==> config.mk <==
export PLATFORM = sky130hd
export DESIGN_NAME = keystroke_lcd_cursor_editor_unit
export DESIGN_NICKNAME = d
export VERILOG_FILES = /design/src/hw/rtl/kce_pkg.sv /design/src/hw/rtl/keystroke_lcd_cursor_editor_unit.sv /design/src/hw/rtl/kce_front.sv /design/src/hw/rtl/kce_queue.sv /design/src/hw/rtl/kce_back.sv
export SDC_FILE = /design/constraint.sdc
export NUM_CORES = 1
export LEC_CHECK = 0
export BUFFER_PORTS_ARGS = -buffer_cell sky130_fd_sc_hd__buf_2
export CAP_MARGIN = 20
export CORE_AREA = 4 4 87 122
export CTS_BUF_LIST = sky130_fd_sc_hd__clkbuf_16
export CTS_CLUSTER_DIAMETER = 150
export DETAILED_ROUTE_END_ITERATION = 8
export DIE_AREA = 0 0 91 126
export GPL_TIMING_DRIVEN = 0
export PLACE_DENSITY = 0.59
export SLEW_MARGIN = 0
export SYNTH_ARGS = -nofsm -noshare
export SYNTH_HDL_FRONTEND = slang
export SYNTH_HIERARCHICAL = 1
export SYNTH_SLANG_ARGS = --single-unit
==> constraint.sdc <==
create_clock -name clock -period 4.3 [get_ports clock]
set_clock_uncertainty 0.1 [all_clocks]
set_input_delay 1.29 -clock clock [delete_from_list [all_inputs] [get_ports clock]]
set_output_delay 1.29 -clock clock [all_outputs]
set_load 0.005 [all_outputs]
==> src/hw/rtl/kce_pkg.sv <==
// Shared types and constants for the keystroke cursor editor.
package kce_pkg;

   // Key codes.
   localparam logic [7:0] KEY_BACKSPACE = 8'h08;
   localparam logic [7:0] KEY_UP        = 8'hE0;
   localparam logic [7:0] KEY_DOWN      = 8'hE1;
   localparam logic [7:0] KEY_LEFT      = 8'hE2;
   localparam logic [7:0] KEY_RIGHT     = 8'hE3;
   localparam logic [7:0] PRINT_LOW     = 8'h20;
   localparam logic [7:0] PRINT_HIGH    = 8'h7E;

   // Display bytes.
   localparam logic [7:0] CHAR_SPACE    = 8'h20;
   localparam logic [7:0] LINE1_BASE    = 8'h40;
   localparam logic [7:0] CMD_SET_ADDR  = 8'h80;

   // What the back end has to emit for one keystroke.
   typedef enum logic [1:0] {
      OP_BACKSPACE,   // set cursor, space, set cursor
      OP_CURSOR,      // set cursor
      OP_PRINT,       // character data
      OP_PRINT_WRAP   // character data, set cursor
   } op_type;

   typedef struct packed {
      op_type     op;
      logic [7:0] key_char;   // character for the data write
      logic [7:0] set_cmd;    // set-cursor command for the new cursor
   } entry_type;

endpackage

==> src/hw/rtl/keystroke_lcd_cursor_editor_unit.sv <==
// Top level of the keystroke cursor editor for a two-line character display.
//
//   channel | direction | beat contents                        | handshake
//   req_    | in        | key_code                             | req_valid / req_ready
//   rsp_    | out       | is_char_data, out_byte, last_write   | rsp_valid / rsp_ready
//
// A key beat is accepted whenever the two-entry queue has room, so keys may
// arrive back to back. Each key yields zero to three display writes, which
// leave one per cycle from the output register while rsp_ready is high; the
// write sequencer in the back end emits one, two or three writes per key that
// acts (backspace takes three). Reset clears the cursor to the upper line,
// column zero, and empties the queue and output register. A stalled rsp_ready
// holds the current write while keys keep filling the queue until it is full.
module keystroke_lcd_cursor_editor_unit #(
   parameter int LINE_COLUMNS = 16
) (
   input  logic       clock,
   input  logic       reset,
   input  logic       req_valid,
   output logic       req_ready,
   input  logic [7:0] req_key_code,
   output logic       rsp_valid,
   input  logic       rsp_ready,
   output logic       rsp_is_char_data,
   output logic [7:0] rsp_out_byte,
   output logic       rsp_last_write
);

   // Classified keystroke handed from the front end to the queue.
   logic               push;
   kce_pkg::entry_type push_entry;
   logic               queue_full;

   // Head of the queue as seen by the back end.
   logic               head_valid;
   kce_pkg::entry_type head_entry;
   logic               pop;

   // The front end owns the cursor. It computes the cursor after each key up
   // front, so the back end only has to replay the stored set-cursor command.
   kce_front #(
      .LINE_COLUMNS (LINE_COLUMNS)
   ) u_front (
      .clock        (clock),
      .reset        (reset),
      .req_valid    (req_valid),
      .req_ready    (req_ready),
      .req_key_code (req_key_code),
      .queue_full   (queue_full),
      .push         (push),
      .push_entry   (push_entry)
   );

   // Keys that cause no write are accepted but never enter the queue.
   kce_queue u_queue (
      .clock      (clock),
      .reset      (reset),
      .push       (push),
      .push_entry (push_entry),
      .full       (queue_full),
      .pop        (pop),
      .head_valid (head_valid),
      .head_entry (head_entry)
   );

   // The back end steps through the writes of the head entry and pops it on
   // the write that carries last_write.
   kce_back u_back (
      .clock            (clock),
      .reset            (reset),
      .head_valid       (head_valid),
      .head_entry       (head_entry),
      .pop              (pop),
      .rsp_valid        (rsp_valid),
      .rsp_ready        (rsp_ready),
      .rsp_is_char_data (rsp_is_char_data),
      .rsp_out_byte     (rsp_out_byte),
      .rsp_last_write   (rsp_last_write)
   );

endmodule

==> src/hw/rtl/kce_front.sv <==
// Front end: takes key codes, tracks the cursor and classifies each key.
module kce_front #(
   parameter int LINE_COLUMNS = 16
) (
   input  logic                clock,
   input  logic                reset,
   input  logic                req_valid,
   output logic                req_ready,
   input  logic [7:0]          req_key_code,
   input  logic                queue_full,
   output logic                push,
   output kce_pkg::entry_type  push_entry
);

   localparam int ColW = (LINE_COLUMNS > 2) ? $clog2(LINE_COLUMNS) : 1;
   localparam logic [ColW-1:0] LastCol = ColW'(LINE_COLUMNS - 1);

   logic            cursor_line_ff, cursor_line_in;
   logic [ColW-1:0] cursor_col_ff, cursor_col_in;
   logic            accept;
   logic            has_writes;
   kce_pkg::op_type op;

   assign req_ready = !queue_full;
   assign accept    = req_valid && req_ready;

   always_comb begin
      cursor_line_in = cursor_line_ff;
      cursor_col_in  = cursor_col_ff;
      has_writes     = 1'b0;
      op             = kce_pkg::OP_CURSOR;
      case (req_key_code) inside
         kce_pkg::KEY_BACKSPACE: begin
            has_writes = 1'b1;
            op         = kce_pkg::OP_BACKSPACE;
            if (cursor_col_ff != '0) begin
               cursor_col_in = cursor_col_ff - 1'b1;
            end else if (cursor_line_ff) begin
               cursor_line_in = 1'b0;
               cursor_col_in  = LastCol;
            end
         end
         kce_pkg::KEY_UP: begin
            has_writes     = 1'b1;
            cursor_line_in = 1'b0;
         end
         kce_pkg::KEY_DOWN: begin
            has_writes     = 1'b1;
            cursor_line_in = 1'b1;
         end
         kce_pkg::KEY_LEFT: begin
            has_writes = 1'b1;
            if (cursor_col_ff != '0) begin
               cursor_col_in = cursor_col_ff - 1'b1;
            end else begin
               cursor_line_in = !cursor_line_ff;
               cursor_col_in  = LastCol;
            end
         end
         kce_pkg::KEY_RIGHT: begin
            has_writes = 1'b1;
            if (cursor_col_ff != LastCol) begin
               cursor_col_in = cursor_col_ff + 1'b1;
            end else begin
               cursor_line_in = !cursor_line_ff;
               cursor_col_in  = '0;
            end
         end
         [kce_pkg::PRINT_LOW:kce_pkg::PRINT_HIGH]: begin
            has_writes = 1'b1;
            if (cursor_col_ff != LastCol) begin
               op            = kce_pkg::OP_PRINT;
               cursor_col_in = cursor_col_ff + 1'b1;
            end else begin
               op             = kce_pkg::OP_PRINT_WRAP;
               cursor_line_in = !cursor_line_ff;
               cursor_col_in  = '0;
            end
         end
         default: ;
      endcase
   end

   // The set-cursor command always reflects the cursor after this key.
   assign push_entry.op       = op;
   assign push_entry.key_char = req_key_code;
   assign push_entry.set_cmd  = kce_pkg::CMD_SET_ADDR | 8'(cursor_col_in)
                                | (cursor_line_in ? kce_pkg::LINE1_BASE : 8'h00);
   assign push = accept && has_writes;

   always_ff @(posedge clock) begin
      if (reset) begin
         cursor_line_ff <= 1'b0;
         cursor_col_ff  <= '0;
      end else if (accept) begin
         cursor_line_ff <= cursor_line_in;
         cursor_col_ff  <= cursor_col_in;
      end
   end

endmodule

==> src/hw/rtl/kce_queue.sv <==
// Two-entry queue of classified keystrokes between front and back end.
module kce_queue (
   input  logic                clock,
   input  logic                reset,
   input  logic                push,
   input  kce_pkg::entry_type  push_entry,
   output logic                full,
   input  logic                pop,
   output logic                head_valid,
   output kce_pkg::entry_type  head_entry
);

   localparam int Depth = 2;

   kce_pkg::entry_type entries_ff [Depth];
   logic               wr_ptr_ff, wr_ptr_in;
   logic               rd_ptr_ff, rd_ptr_in;
   logic [1:0]         count_ff, count_in;
   logic               do_push, do_pop;

   assign full       = (count_ff == 2'(Depth));
   assign head_valid = (count_ff != 2'd0);
   assign head_entry = entries_ff[rd_ptr_ff];

   assign do_push = push && !full;
   assign do_pop  = pop && head_valid;

   always_comb begin
      wr_ptr_in = do_push ? !wr_ptr_ff : wr_ptr_ff;
      rd_ptr_in = do_pop ? !rd_ptr_ff : rd_ptr_ff;
      count_in  = count_ff;
      if (do_push && !do_pop) begin
         count_in = count_ff + 2'd1;
      end else if (do_pop && !do_push) begin
         count_in = count_ff - 2'd1;
      end
   end

   always_ff @(posedge clock) begin
      if (reset) begin
         wr_ptr_ff <= 1'b0;
         rd_ptr_ff <= 1'b0;
         count_ff  <= 2'd0;
      end else begin
         wr_ptr_ff <= wr_ptr_in;
         rd_ptr_ff <= rd_ptr_in;
         count_ff  <= count_in;
      end
   end

   always_ff @(posedge clock) begin
      if (do_push) begin
         entries_ff[wr_ptr_ff] <= push_entry;
      end
   end

endmodule

==> src/hw/rtl/kce_back.sv <==
// Back end: turns queued keys into display writes, one a cycle unless stalled.
module kce_back (
   input  logic                clock,
   input  logic                reset,
   input  logic                head_valid,
   input  kce_pkg::entry_type  head_entry,
   output logic                pop,
   output logic                rsp_valid,
   input  logic                rsp_ready,
   output logic                rsp_is_char_data,
   output logic [7:0]          rsp_out_byte,
   output logic                rsp_last_write
);

   logic [1:0] step_ff, step_in;
   logic       rsp_valid_ff, rsp_valid_in;
   logic       is_data_ff, is_data_in;
   logic [7:0] byte_ff, byte_in;
   logic       last_ff, last_in;
   logic       load;
   logic       wr_data;
   logic [7:0] wr_byte;
   logic       wr_last;

   // Write selected by the current step of the head entry.
   always_comb begin
      wr_data = 1'b0;
      wr_byte = head_entry.set_cmd;
      wr_last = 1'b1;
      case (head_entry.op)
         kce_pkg::OP_BACKSPACE: begin
            wr_last = (step_ff == 2'd2);
            if (step_ff == 2'd1) begin
               wr_data = 1'b1;
               wr_byte = kce_pkg::CHAR_SPACE;
            end
         end
         kce_pkg::OP_CURSOR: ;
         kce_pkg::OP_PRINT: begin
            wr_data = 1'b1;
            wr_byte = head_entry.key_char;
         end
         kce_pkg::OP_PRINT_WRAP: begin
            wr_last = (step_ff == 2'd1);
            if (step_ff == 2'd0) begin
               wr_data = 1'b1;
               wr_byte = head_entry.key_char;
            end
         end
         default: ;
      endcase
   end

   assign load = !rsp_valid_ff || rsp_ready;
   assign pop  = load && head_valid && wr_last;

   always_comb begin
      step_in      = step_ff;
      rsp_valid_in = rsp_valid_ff;
      is_data_in   = is_data_ff;
      byte_in      = byte_ff;
      last_in      = last_ff;
      if (load) begin
         rsp_valid_in = head_valid;
         if (head_valid) begin
            is_data_in = wr_data;
            byte_in    = wr_byte;
            last_in    = wr_last;
            step_in    = wr_last ? 2'd0 : step_ff + 2'd1;
         end
      end
   end

   always_ff @(posedge clock) begin
      if (reset) begin
         step_ff      <= 2'd0;
         rsp_valid_ff <= 1'b0;
      end else begin
         step_ff      <= step_in;
         rsp_valid_ff <= rsp_valid_in;
      end
      is_data_ff <= is_data_in;
      byte_ff    <= byte_in;
      last_ff    <= last_in;
   end

   assign rsp_valid        = rsp_valid_ff;
   assign rsp_is_char_data = is_data_ff;
   assign rsp_out_byte     = byte_ff;
   assign rsp_last_write   = last_ff;

endmodule

==> results of run 1 <==
==> cells by family (layout without fill, tap and decap cells) <==
logic type	Yosys count	count (layout)	share of synthesized area (%)
AND/OR/NAND/NOR	69	69	13.1
AO/OA/AOI/OAI	65	65	14.7
flip-flops	59	59	53.2
buffers and inverters	39	77	6.65
multiplexers	18	18	6.57
adder cells (fa/ha/maj)	11	11	4.46
XOR/XNOR	4	4	1.14
other	2	3	0.243
==> Yosys cell counts (2+ instances only) <==
cell type,n
edfxtp_1,46
inv_1,18
mux2_2,18
a21oi_1,16
o21ai_0,15
buf_4,13
dfxtp_1,13
nor2_1,13
ha_1,11
nand2_1,10
a22o_1,7
nand3_1,6
and2_1,5
nand2b_1,5
nand4_1,5
or3_1,5
clkbuf_1,4
a31oi_1,3
nor2b_1,3
o21a_1,3
xor2_1,3
and3_1,2
buf_2,2
conb_1,2
nor3_1,2
nor3b_1,2
o2bb2ai_1,2
o31ai_1,2
or2_2,2
==> cells in the final DEF, fill, tap and decap left out, types with 3 or more instances in the layout <==
cell and instances:
edfxtp_1 46, buf_2 24, inv_1 19, mux2_2 18, a21oi_1 16, o21ai_0 15, nor2_1 13, dfxtp_1 13
buf_4 13, ha_1 11, nand2_1 10, clkbuf_16 9, a22o_1 7, nand3_1 6, nand2b_1 5, nand4_1 5
or3_1 5, clkinv_1 4, and2_1 4, clkbuf_1 4, nor2b_1 3, o21a_1 3, a31oi_1 3, conb_1 3
xor2_1 3
==> metrics by stage <==
step / cells / setup TNS [ns] / setup slack [ns] / utilization, % / power [mW]
2_1_floorplan: 268 / 0 / 0.589 / - / 0.894
3_3_place_gp: 400 / -9.76 / -0.291 / 35.3 / 0.974
3_5_place_dp: 400 / -8.53 / -0.259 / 35.3 / 0.980
4_1_cts: 416 / 0 / 0.0867 / 38.0 / 1.59
5_1_grt: 416 / 0 / 0.120 / 38.0 / 1.65
6_report: 416 / 0 / 0.314 / 38.0 / 1.56
==> worst max-delay path, cell delays in order <==
cell,delay [ns]
buf_2,0.13
nor4b_1,0.52
nand2_1,0.18
nor3_1,0.58
inv_1,0.13
a31oi_1,0.20
inv_1,0.09
or3_1,0.41
clkinvlp_4,0.33
==> how the worst max path moves through the flow <==
stage	from	to	slack, ns
final	req_key_code[2]	u_queue/entries_ff[0][4]$_DFFE_PP_	0.31
after CTS	req_key_code[2]	u_queue/entries_ff[0][4]$_DFFE_PP_	0.09
after global placement	req_key_code[2]	u_queue/entries_ff[0][4]$_DFFE_PP_	-0.29
after floorplan	req_key_code[2]	u_queue/entries_ff[0][0]$_DFFE_PP_	0.59
after global routing	req_key_code[2]	u_queue/entries_ff[0][7]$_DFFE_PP_	0.12
after detailed placement	req_key_code[2]	u_queue/entries_ff[0][4]$_DFFE_PP_	-0.26
==> power by group through the flow <==
stage | clock network, mW | registers (mW) | logic [mW]
floorplan | 0 | 0.716 | 0.178
global placement | 0 | 0.713 | 0.261
detailed placement | 0 | 0.715 | 0.265
CTS | 0.617 | 0.705 | 0.266
global route | 0.642 | 0.711 | 0.293
finish | 0.597 | 0.704 | 0.263
==> what timing repair did <==
action,in CTS,in global routing
hold endpoints to repair,0,0
resized for setup,0,2
buffers inserted,0,0
endpoints found under the setup margin,0,36
==> layout make-up <==
cell class	instances	area [sq um]	share of cell area [%]
buffer	20	134	3.72
clock buffer	9	225	6.26
clock inverter	7	27.5	0.765
inverter	19	75.1	2.09
multi-input combinational	170	1240	34.6
sequential	59	1640	45.7
tap	110	138	3.83
timing repair buffer	22	110	3.06
==> registers in the layout (all words and copies together) (netlist names), named ones only <==
register and flops:
u_back/rsp_is_char_data 1, u_back/rsp_last_write 1, u_back/rsp_out_byte 8, u_back/rsp_valid 1
u_back/step_ff 2, u_front/cursor_col_ff 4, u_front/cursor_line_ff 1, u_queue/count_ff 2
u_queue/entries_ff 36, u_queue/rd_ptr_ff 1, u_queue/wr_ptr_ff 1
==> metal layers <==
| metal | routed length, um | vias to the layer above |
|---|---|---|
| met5 | 0 | - |
| met2 | 3110 | 36 |
| met4 | 237 | 0 |
| met3 | 124 | 17 |
| met1 | 2400 | 1002 |
| li1 | - | 1045 |
==> flow_summary.toml, run 1 <==
[floorplan]
start_util_pct = 32.6
io_pins = 24
num_rows = 42
core_sq_um = 9460
die_h_um = 126
die_area_sq_um = 11500
fp.dieW_um = 91

[synth]
synth-main-ff-cell = "edfxtp_1"
synth-edff-count = 46
synth_top_area_share_pct = 44.8
ys_async_sr_fraction_pct = 0
yosys_register_bits = 59
yosys_warnings = 6
synthDistinctLibCells = 58
ys_seq_area_share_pct = 53.2
synth_top_cell_by_area = "edfxtp_1"
synthCells = 267
netlist_area_sq_um = 3090
syn_area_per_cell_sq_um = 11.6
yosys-top-cells-area = "edfxtp_1 45%, dfxtp_1 8.4%, mux2_2 6.6%"

[pwr]
pwr-share-comb_pct = 16.8
swShare_pct = 24.9
pwr-share-seq_pct = 45.0
power_switching_uw = 389
pwr-share-clk_pct = 38.2
ir_drop_uv = 161
power.leakage_nw = 1.35
power_density_nw_per_um2 = 435
intPower_mw = 1.17

[routing]
drc = 0
wl_per_cell_um = 14.1
vias = 2100
drtIter0Drc = 139
ant_nets = 0
drt_wl_total_um = 5870
viasPerCell = 5.05
first_pass_iters = 4

[clocking]
hold_buffers = 0
cts_buffer_depth = 2
cts_buffers = 9
clock-sinks = 59
cts_tree = "yes"
cts_max_level = 3
root_buffer = "clkbuf_16"
path_clk_slew_ns = 0.05
clk-insertion-delay-late_ns = 0.32

[run_status]
outcome = "finished clean"

[timing]
whs_ns = 0.393
fin_crit_ns = 3.99
slew_headroom_pct = 52.0
finalCritPeriodShare_pct = 92.7
setup_viol = 0
rsz0062_at_grt = "false"
finalHoldViolations = 0
fmax_ghz = 0.251
tightest_slew_ns = 0.715
slew_viol_final = 0

[flow_run]
cap_violations = 0

[global_routing]
antenna_found_initial = 0
met1_usage_pct = 11.6
busiest_layer = "met2"
grt_pass1_wl_um = 9870
grt_pass1_vias = 2121
grt_use_met2_pct = 18.7
track_usage_pct = 11.0
met3_usage_pct = 2.74
overflow = 0
grt_max_degree = 19

[worst_setup_path]
end_kind = "flip-flop"
r2r-end = "u_queue/count_ff[1]$_SDFFE_PP0P_"
rrSetupSlack_ns = 1.29
cp_data_arrival_time_ns = 3.86
critPathMaxFanout = 18
cp.required_ns = 4.18
reg2regPathDepth = 11
crit_type = "input port to flip-flop"
start_kind = "input port"

[finish]
fin_area_sq_um = 3600
n_antenna_cell = 0
final_nets = 324
syn2layout_area_growth_pct = 16.5
drive_gt1_share_pct = 25.2
fill_cells = 921

[worst_hold_path]
hold_start = "u_queue/wr_ptr_ff$_SDFFE_PP0N_"
min_path_type = "flip-flop to flip-flop"
hold_depth = 2
min_to = "u_queue/wr_ptr_ff$_SDFFE_PP0N_"

[place]
place_congestion = 0.849
placed_area_sq_um = 3340
io_buffers = 22
dp_hpwl_um = 4370
Power figures use the tool's default switching activity.
==> inputs of run 2 (changes only) <==
--- a/config.mk
+++ b/config.mk
@@ -7,11 +7,11 @@
 export LEC_CHECK = 0
 export BUFFER_PORTS_ARGS = -buffer_cell sky130_fd_sc_hd__buf_2
 export CAP_MARGIN = 20
-export CORE_AREA = 4 4 87 122
+export CORE_AREA = 4 4 102 104
 export CTS_BUF_LIST = sky130_fd_sc_hd__clkbuf_16
 export CTS_CLUSTER_DIAMETER = 150
 export DETAILED_ROUTE_END_ITERATION = 8
-export DIE_AREA = 0 0 91 126
+export DIE_AREA = 0 0 106 108
 export GPL_TIMING_DRIVEN = 0
 export PLACE_DENSITY = 0.59
 export SLEW_MARGIN = 0
==> run 2 against run 1 <==
Non-clock buffer count is the same. Fmax decreased by 0.12%. Critical path depth is the same. Worst hold slack worse by 0.0033 ns. Utilization rose by 0.18 points. Global-route usage up 0.30 points. Die area shrank 0.16%. Largest power group unchanged.
==> flow_summary.toml, run 2 (synthesis gave the netlist of run 1 again) <==
[floorplan]
io_pins = 24
die_h_um = 108
die_area_sq_um = 11400
fp.dieW_um = 106
start_util_pct = 32.3
num_rows = 36
core_sq_um = 9550

[pwr]
power.leakage_nw = 1.37
power_mw = 1.60
power_density_nw_per_um2 = 440
ir_drop_uv = 211

[timing]
rsz0062_at_grt = "false"
slew_viol_final = 0
tightest_slew_ns = 0.787
fin_crit_ns = 3.99
finalHoldViolations = 0
slew_headroom_pct = 47.1
fmax_ghz = 0.251
timing.setup.tns_ns = 0
setup_viol = 0
finalCritPeriodShare_pct = 92.8

[routing]
vias = 2063
ant_nets = 0
drtIter0Drc = 139
drt_wl_total_um = 5970
viasPerCell = 4.70
wl_per_cell_um = 13.6
first_pass_iters = 5
drc = 0

[clocking]
cts_setup_buffers = 0
path_clk_slew_ns = 0.05
hold_buffers = 0
clock-sinks = 59
clk-insertion-delay-late_ns = 0.32
cts_tree = "yes"
cts_buffer_depth = 2
cts_max_level = 3
cts_resized = 0
cts_buffers = 9
root_buffer = "clkbuf_16"

[worst_setup_path]
rrSetupSlack_ns = 1.35
r2r-end = "u_queue/count_ff[1]$_SDFFE_PP0P_"
start_kind = "input port"
worst_path_largest_cell_delay_ns = 0.63
end_kind = "flip-flop"
critPathMaxFanout = 18
cp.required_ns = 4.17
cpMaxStageDelayCell = "nor3_1"
crit_type = "input port to flip-flop"
crit_top_cell = "inv_1"
reg2regPathDepth = 11
path_cells = "buf_2, nor4b_1, nand2_1, nor3_1, inv_1, a31oi_1, inv_1, or3_1, clkinvlp_4"
cp_data_arrival_time_ns = 3.86

[worst_hold_path]
hold_depth = 2
min_to = "u_queue/wr_ptr_ff$_SDFFE_PP0N_"
min_path_type = "flip-flop to flip-flop"
hold_start = "u_queue/wr_ptr_ff$_SDFFE_PP0N_"

[global_routing]
grt_max_degree = 19
antenna_found_initial = 0
overflow = 0
track_usage_pct = 11.3
grt_pass1_vias = 2033
grt_pass1_wl_um = 9980

[place]
placed_area_sq_um = 3370
dp_hpwl_um = 4330
place_congestion = 0.917
io_buffers = 22

[finish]
drive_gt1_share_pct = 25.8
layout_commonest_cell = "edfxtp_1"
n_antenna_cell = 0
final_nets = 324
fin_area_sq_um = 3650
largest_register_ffs = 36
top_register = "u_queue/entries_ff"
final_cell_mix = "46 x edfxtp_1, 24 x buf_2, 20 x inv_1"
syn2layout_area_growth_pct = 18.2

[run_status]
outcome = "finished clean"

[flow_run]
cap_violations = 0
-- run 2: area by class of cell --
class / count / area (sq um)
repair buffers: 22 / 110
clock inverters: 6 / 25.0
plain buffers: 20 / 134
clock buffers: 10 / 250
well taps: 133 / 166
inverters: 19 / 75.1
flip-flops and latches: 59 / 1640
multi-input cells: 170 / 1240
fillers: 957 / 5900
-- run 2: power breakdown --
part           total [mW]  leakage (nW)  switching [mW]  internal (mW)
logic               0.263         0.692           0.149          0.114
clock network       0.638         0.149           0.225          0.413
registers           0.703         0.528          0.0182          0.685
-- run 2: routing by layer --
layer  share of wire [%]  vias up  track usage (%)
li1                    -     1044                -
met1                  47      976             13.4
met2                  48       33             18.9
met3                 3.1       10             2.51
met4                 1.9        0             6.29
met5                   0        -                0
-- run 2: how the worst max path moves through the flow --
stage / depth (start not counted) / slack (ns) / end / start
after floorplan: 8 / 0.59 / u_queue/entries_ff[0][0]$_DFFE_PP_ / req_key_code[2]
after global placement: 9 / -0.22 / u_queue/entries_ff[0][2]$_DFFE_PP_ / req_key_code[2]
after detailed placement: 9 / -0.23 / u_queue/entries_ff[0][2]$_DFFE_PP_ / req_key_code[2]
after CTS: 9 / 0.09 / u_queue/entries_ff[0][11]$_DFFE_PP_ / req_key_code[2]
after global routing: 9 / 0.16 / u_queue/entries_ff[0][10]$_DFFE_PP_ / req_key_code[2]
final: 9 / 0.31 / u_queue/entries_ff[0][11]$_DFFE_PP_ / req_key_code[2]
-- run 2: through the flow --
stage	hold WS, ns	std cells	utilization [%]	setup WS (ns)
after floorplan	0.352	268	-	0.589
after global placement	0.365	423	35.3	-0.217
after detailed placement	0.389	423	35.3	-0.232
after CTS	0.397	439	38.1	0.0910
after global routing	0.437	439	38.2	0.160
final	0.389	439	38.2	0.309
-- run 2: critical path: cells and delay by family --
family,cells,cell delay [ns]
AND/OR/NAND/NOR,4,1.70
buffers and inverters,4,0.67
AO/OA/AOI/OAI,1,0.19
